==> src/sobel_pkg.sv <==
// Shared types, constants and tap weight tables for the Sobel edge filter.
`default_nettype none

package sobel_pkg;

  localparam int MAX_WIDTH  = 1024;
  localparam int MAX_HEIGHT = 1024;

  localparam int DIM_W   = 11;
  localparam int PIX_W   = 8;
  localparam int COL_W   = $clog2(MAX_WIDTH);
  localparam int ROW_W   = $clog2(MAX_HEIGHT);
  localparam int CNT_W   = $clog2(MAX_WIDTH * MAX_HEIGHT + 1);
  localparam int LINE_AW = $clog2(2 * MAX_WIDTH + 4);
  localparam int TAP_W   = 4;
  localparam int WT_W    = 3;
  localparam int SUM_W   = 12;
  localparam int K_W     = 4;
  localparam int MAG_W   = 10;

  localparam logic [DIM_W-1:0] WIDTH_RESET  = DIM_W'(640);
  localparam logic [DIM_W-1:0] HEIGHT_RESET = DIM_W'(480);

  localparam logic CFG_IDX_W = 1'b0;
  localparam logic CFG_IDX_H = 1'b1;

  localparam logic OP_PIXEL = 1'b0;
  localparam logic OP_FLUSH = 1'b1;

  localparam logic [TAP_W-1:0] TAP_FIRST = TAP_W'(0);
  localparam logic [TAP_W-1:0] TAP_LAST  = TAP_W'(8);

  localparam logic [1:0] POS_LOW  = 2'd0;
  localparam logic [1:0] POS_MID  = 2'd1;
  localparam logic [1:0] POS_HIGH = 2'd2;

  typedef struct packed {
    logic             op;
    logic [PIX_W-1:0] pixel;
  } in_t;

  typedef struct packed {
    logic [PIX_W-1:0] edge_res;
    logic             overflow;
    logic             frame_last;
  } out_t;

  typedef struct packed {
    logic             capture;
    logic             write;
    logic             start;
    logic             rd;
    logic             norm;
    logic             emit;
    logic [TAP_W-1:0] tap;
  } cmd_t;

  typedef struct packed {
    logic op;
    logic pix_ok;
    logic pix_emit;
    logic flush_emit;
    logic out_free;
  } status_t;

  function automatic logic [1:0] tap_row(input logic [TAP_W-1:0] tap);
    logic [1:0] r;
    case (tap) inside
      4'd0, 4'd1, 4'd2: r = POS_LOW;
      4'd3, 4'd4, 4'd5: r = POS_MID;
      default:          r = POS_HIGH;
    endcase
    return r;
  endfunction

  function automatic logic [1:0] tap_col(input logic [TAP_W-1:0] tap);
    logic [1:0] c;
    case (tap) inside
      4'd0, 4'd3, 4'd6: c = POS_LOW;
      4'd1, 4'd4, 4'd7: c = POS_MID;
      default:          c = POS_HIGH;
    endcase
    return c;
  endfunction

  // row-difference weights, transposed kernel
  function automatic logic signed [WT_W-1:0] tap_w1(input logic [TAP_W-1:0] tap);
    logic signed [WT_W-1:0] w;
    case (tap) inside
      4'd0, 4'd2: w = -WT_W'(1);
      4'd1:       w = -WT_W'(2);
      4'd6, 4'd8: w = WT_W'(1);
      4'd7:       w = WT_W'(2);
      default:    w = '0;
    endcase
    return w;
  endfunction

  // column-difference weights, transposed kernel
  function automatic logic signed [WT_W-1:0] tap_w2(input logic [TAP_W-1:0] tap);
    logic signed [WT_W-1:0] w;
    case (tap) inside
      4'd0, 4'd6: w = WT_W'(1);
      4'd3:       w = WT_W'(2);
      4'd2, 4'd8: w = -WT_W'(1);
      4'd5:       w = -WT_W'(2);
      default:    w = '0;
    endcase
    return w;
  endfunction

endpackage

`default_nettype wire

==> src/sobel_ctrl.sv <==
// Controller state machine sequencing decide, tap reads, normalize and emit.
`default_nettype none

module sobel_ctrl (
  input  wire logic               clk_i,
  input  wire logic               rst_ni,
  input  wire logic               in_valid_i,
  output logic                    in_ready_o,
  input  wire sobel_pkg::status_t st_i,
  output sobel_pkg::cmd_t         cmd_o
);

  typedef enum logic [5:0] {
    S_IDLE   = 6'b000001,
    S_DECIDE = 6'b000010,
    S_READ   = 6'b000100,
    S_ACC    = 6'b001000,
    S_NORM   = 6'b010000,
    S_EMIT   = 6'b100000
  } state_e;

  state_e state_q, state_d;
  logic [sobel_pkg::TAP_W-1:0] tap_q, tap_d;

  always_comb begin
    state_d    = state_q;
    tap_d      = tap_q;
    cmd_o      = '0;
    cmd_o.tap  = tap_q;
    in_ready_o = (state_q == S_IDLE);
    case (state_q)
      S_IDLE: begin
        if (in_valid_i) begin
          cmd_o.capture = 1'b1;
          state_d       = S_DECIDE;
        end
      end
      S_DECIDE: begin
        state_d = S_IDLE;
        tap_d   = sobel_pkg::TAP_FIRST;
        if (st_i.op == sobel_pkg::OP_PIXEL) begin
          if (st_i.pix_ok) begin
            cmd_o.write = 1'b1;
            if (st_i.pix_emit) begin
              cmd_o.start = 1'b1;
              state_d     = S_READ;
            end
          end
        end else if (st_i.flush_emit) begin
          cmd_o.start = 1'b1;
          state_d     = S_READ;
        end
      end
      S_READ: begin
        cmd_o.rd = 1'b1;
        if (tap_q == sobel_pkg::TAP_LAST) begin
          state_d = S_ACC;
        end else begin
          tap_d = tap_q + sobel_pkg::TAP_W'(1);
        end
      end
      S_ACC: begin
        state_d = S_NORM;
      end
      S_NORM: begin
        cmd_o.norm = 1'b1;
        state_d    = S_EMIT;
      end
      S_EMIT: begin
        if (st_i.out_free) begin
          cmd_o.emit = 1'b1;
          state_d    = S_IDLE;
        end
      end
      default: begin
        state_d = S_IDLE;
      end
    endcase
  end

  always_ff @(posedge clk_i or negedge rst_ni) begin
    if (!rst_ni) begin
      state_q <= S_IDLE;
      tap_q   <= sobel_pkg::TAP_FIRST;
    end else begin
      state_q <= state_d;
      tap_q   <= tap_d;
    end
  end

endmodule

`default_nettype wire

==> config.mk <==
export PLATFORM = sky130hd
export DESIGN_NAME = sobel_ctrl
export DESIGN_NICKNAME = d
export VERILOG_FILES = /design/src/sobel_pkg.sv /design/src/sobel_ctrl.sv
export SDC_FILE = /design/constraint.sdc
export NUM_CORES = 1
export LEC_CHECK = 0
export BUFFER_PORTS_ARGS = -buffer_cell sky130_fd_sc_hd__buf_4
export CAP_MARGIN = 20
export CORE_AREA = 2 2 39 41
export CTS_CLUSTER_SIZE = 12
export DETAILED_ROUTE_END_ITERATION = 10
export DIE_AREA = 0 0 41 43
export MAX_ROUTING_LAYER = met4
export PLACE_DENSITY = 0.72
export SKIP_CTS_REPAIR_TIMING = 1
export SLEW_MARGIN = 40
export SYNTH_ARGS = -nofsm -noshare
export SYNTH_HDL_FRONTEND = slang
export SYNTH_SLANG_ARGS = --single-unit
==> constraint.sdc <==
create_clock -name clk_i -period 1.4 [get_ports clk_i]
set_input_delay 0.14 -clock clk_i [delete_from_list [all_inputs] [get_ports clk_i]]
set_output_delay 0.14 -clock clk_i [all_outputs]
set_load 0.01 [all_outputs]
==> flow_metrics.py <==
metrics = {
    "global_route": {
        "grt_pass1_wl_mm": 2.19,
        "grt_max_degree": 11,
        "antenna_found_initial": 0,
        "grt_pass1_vias": 557,
        "overflow": 0,
        "grt_use_total_pct": 18.5,
    },
    "run_status": {
        "violations": "negative setup slack",
        "outcome": "finished, violations left",
    },
    "yosys": {
        "synthArstFlopShare_pct": 100,
        "ys_seq_area_share_pct": 41.8,
        "yosys.area.top_type_share_pct": 37.4,
        "synth_edf_count": 0,
        "postSynthAreaPerCell_um2": 10.4,
        "synth_area_leaders": "dfrtp_1, dfstp_2, and2_1, ha_1, nor4b_4",
        "synth_fp_nets": 68,
        "yosysWarningCount": 0,
        "ys_types": 31,
        "synth_top_cell_by_area": "dfrtp_1",
        "synthCells": 58,
        "synth_area_um2": 602,
        "synth_seq_cells": 10,
        "synthFlopType": "dfrtp_1",
    },
    "finish": {
        "drive_above_1_share_pct": 58.5,
        "fin_util_pct": 70.5,
        "antennaDiodeCount": 0,
        "num-nets-final": 105,
        "syn_to_final_growth_pct": 62.2,
    },
    "clock_tree": {
        "cts_buffers": 3,
        "clock_latency_ns": 0.27,
        "cts_tree": "built",
        "root_buffer": "clkbuf_4",
        "h-tree-depth": 1,
        "cts.clk_slew.worst_paths_ns": 0.07,
        "clock_sinks": 10,
        "clk_path_buf_depth": 2,
    },
    "worst_setup_path": {
        "crit_required_ns": 1.26,
        "worstSetupEndpointType": "output pin",
        "arrival_ns": 1.49,
        "path_class": "reg2out",
        "cp_max_fo": 2,
        "crit_path_start_kind": "flip-flop",
    },
    "timing": {
        "fin_crit_sh_pct": 116,
        "hold_violations": 0,
        "worst_slack_ns": -0.228,
        "slew_headroom_pct": 81.0,
        "fmax_mhz": 614,
        "fin_hold_ws_ns": 0.108,
        "final.min_clock_period_ns": 1.63,
        "tns_ns": -1.11,
        "setup_viol": 8,
        "finClkSkew_ns": 0.00864,
        "worstMarginPinSlew_ns": 0.283,
        "final_max_slew_viol_count": 0,
        "rsz0062_at_grt": "yes",
    },
    "floorplanning": {
        "coreArea_mm2": 0.00138,
        "num_rows": 14,
        "io-pin-count": 19,
        "die_y_um": 43,
        "dieArea_mm2": 0.00176,
        "initial_core_util_pct": 43.5,
        "die_w_um": 41,
    },
    "power_and_ir_drop": {
        "clockPowerShare_pct": 16.1,
        "power.share.combinational_pct": 51.4,
        "p_total_mw": 1.32,
        "sw_frac_of_total_pct": 36.2,
        "seqPwrFrac_pct": 32.5,
        "power_density_mw_per_mm2": 1360,
        "internal_power_mw": 0.845,
        "p_switching_mw": 0.480,
        "vdd_drop_max_mv": 0.836,
        "power_leakage_nw": 0.489,
    },
    "flow_run": {
        "cap_violations": 0,
    },
    "drt": {
        "routed_via_density": 5.25,
        "drtIter0Drc": 10,
        "wl_per_cell_um": 14.0,
        "ant_nets": 0,
        "dr_total_vias": 578,
        "first_pass_iters": 4,
        "drc": 0,
        "routed_wl_mm": 1.54,
    },
    "placement": {
        "dp_hpwl_mm": 1.04,
        "place.gp.congestion": 0.714,
        "portBuffers": 18,
        "dpl_worst_slack_ns": -0.104,
    },
    "worst_hold_path": {
        "hold_class": "in2reg",
    },
}
==> worst max-delay path, cell delays in order (launching register included) <==
cell and delay, ns:
dfrtp_1 0.42, nor4_4 0.34, buf_4 0.17, and4b_1 0.19
buf_4 0.12
==> final timing paths <==
kind | startpoint | end | slack [ns] | cells past startpoint
setup / recovery | state_q[2] | cmd_o[4] | -0.23 | 4
hold / removal | in_valid_i | state_q[1] | 0.11 | 2
setup reg to reg | state_q[3] | tap_q[2] | -0.07 | 6
hold reg to reg | tap_q[2] | tap_q[2] | 0.52 | 1
max in group asynchronous | rst_ni | state_q[0] | 0.93 | 2
min in group asynchronous | rst_ni | tap_q[0] | 0.23 | 2
==> synthesized netlist by cell type, types with 2 or more instances <==
master and count:
dfrtp_1 9, nand2_1 2, nor3b_1 2, and3b_1 2
nor2_1 4, ha_1 2, and3_1 2, and2_1 4
nand3_1 4, o21ai_0 3, nand3b_1 2, inv_1 3
==> flip-flops by register name, indices dropped and copies added (netlist names) <==
| name | count |
|---|---|
| state_q | 6 |
| tap_q | 4 |
==> cells by family after synthesis <==
family / Yosys count / share of synthesized area, %
fa+ha+maj: 2 / 4.16
compound gates: 8 / 8.94
flops: 10 / 41.8
buf+inv: 4 / 3.12
xor+xnor: 1 / 1.46
simple gates: 32 / 38.9
mux: 1 / 1.66
==> cell usage in the layout, fill, tap and decap left out, types with 2 or more instances in the layout <==
cell	n
nand3_2	4
clkbuf_4	3
nor3b_2	2
nand2_1	2
dfrtp_1	7
and3b_1	2
and3_1	2
and2_4	2
buf_4	26
buf_6	6
nand3b_1	2
ha_1	2
and2_1	3
inv_1	3
o21ai_1	3
nor2_1	3
dfrtp_2	2
==> per-stage QoR <==
stage	instance area, µm²	std cells
2_1_floorplan	612	58
3_3_place_gp	812	98
3_5_place_dp	812	98
4_1_cts	838	102
5_1_grt	976	110
6_report	976	110
==> power groups by stage <==
stage / clock network (mW) / logic (mW) / registers, mW
after global routing: 0.226 / 0.749 / 0.439
after floorplan: 0 / 0.257 / 0.447
after detailed placement: 0 / 0.504 / 0.436
after global placement: 0 / 0.500 / 0.429
final: 0.213 / 0.680 / 0.431
after CTS: 0.214 / 0.508 / 0.430
==> metal layers <==
metal | share of wire [%] | wire (µm) | vias up | track usage [%]
li1 | - | - | 280 | -
met1 | 40 | 618 | 275 | 21.6
met3 | 4.5 | 69 | 2 | 1.57
met2 | 54 | 837 | 21 | 31.6
met5 | 0 | 0 | - | -
met4 | 0.91 | 14 | 0 | 6.00
==> layout make-up <==
type                       instances  area (µm²)
inverter                           3        11.3
sequential                        10         254
fill                             108         408
clock buffer                       4        26.3
tap                               16        20.0
multi-input combinational         44         392
timing repair buffer              33         273
(Power assumes the default switching activity.)
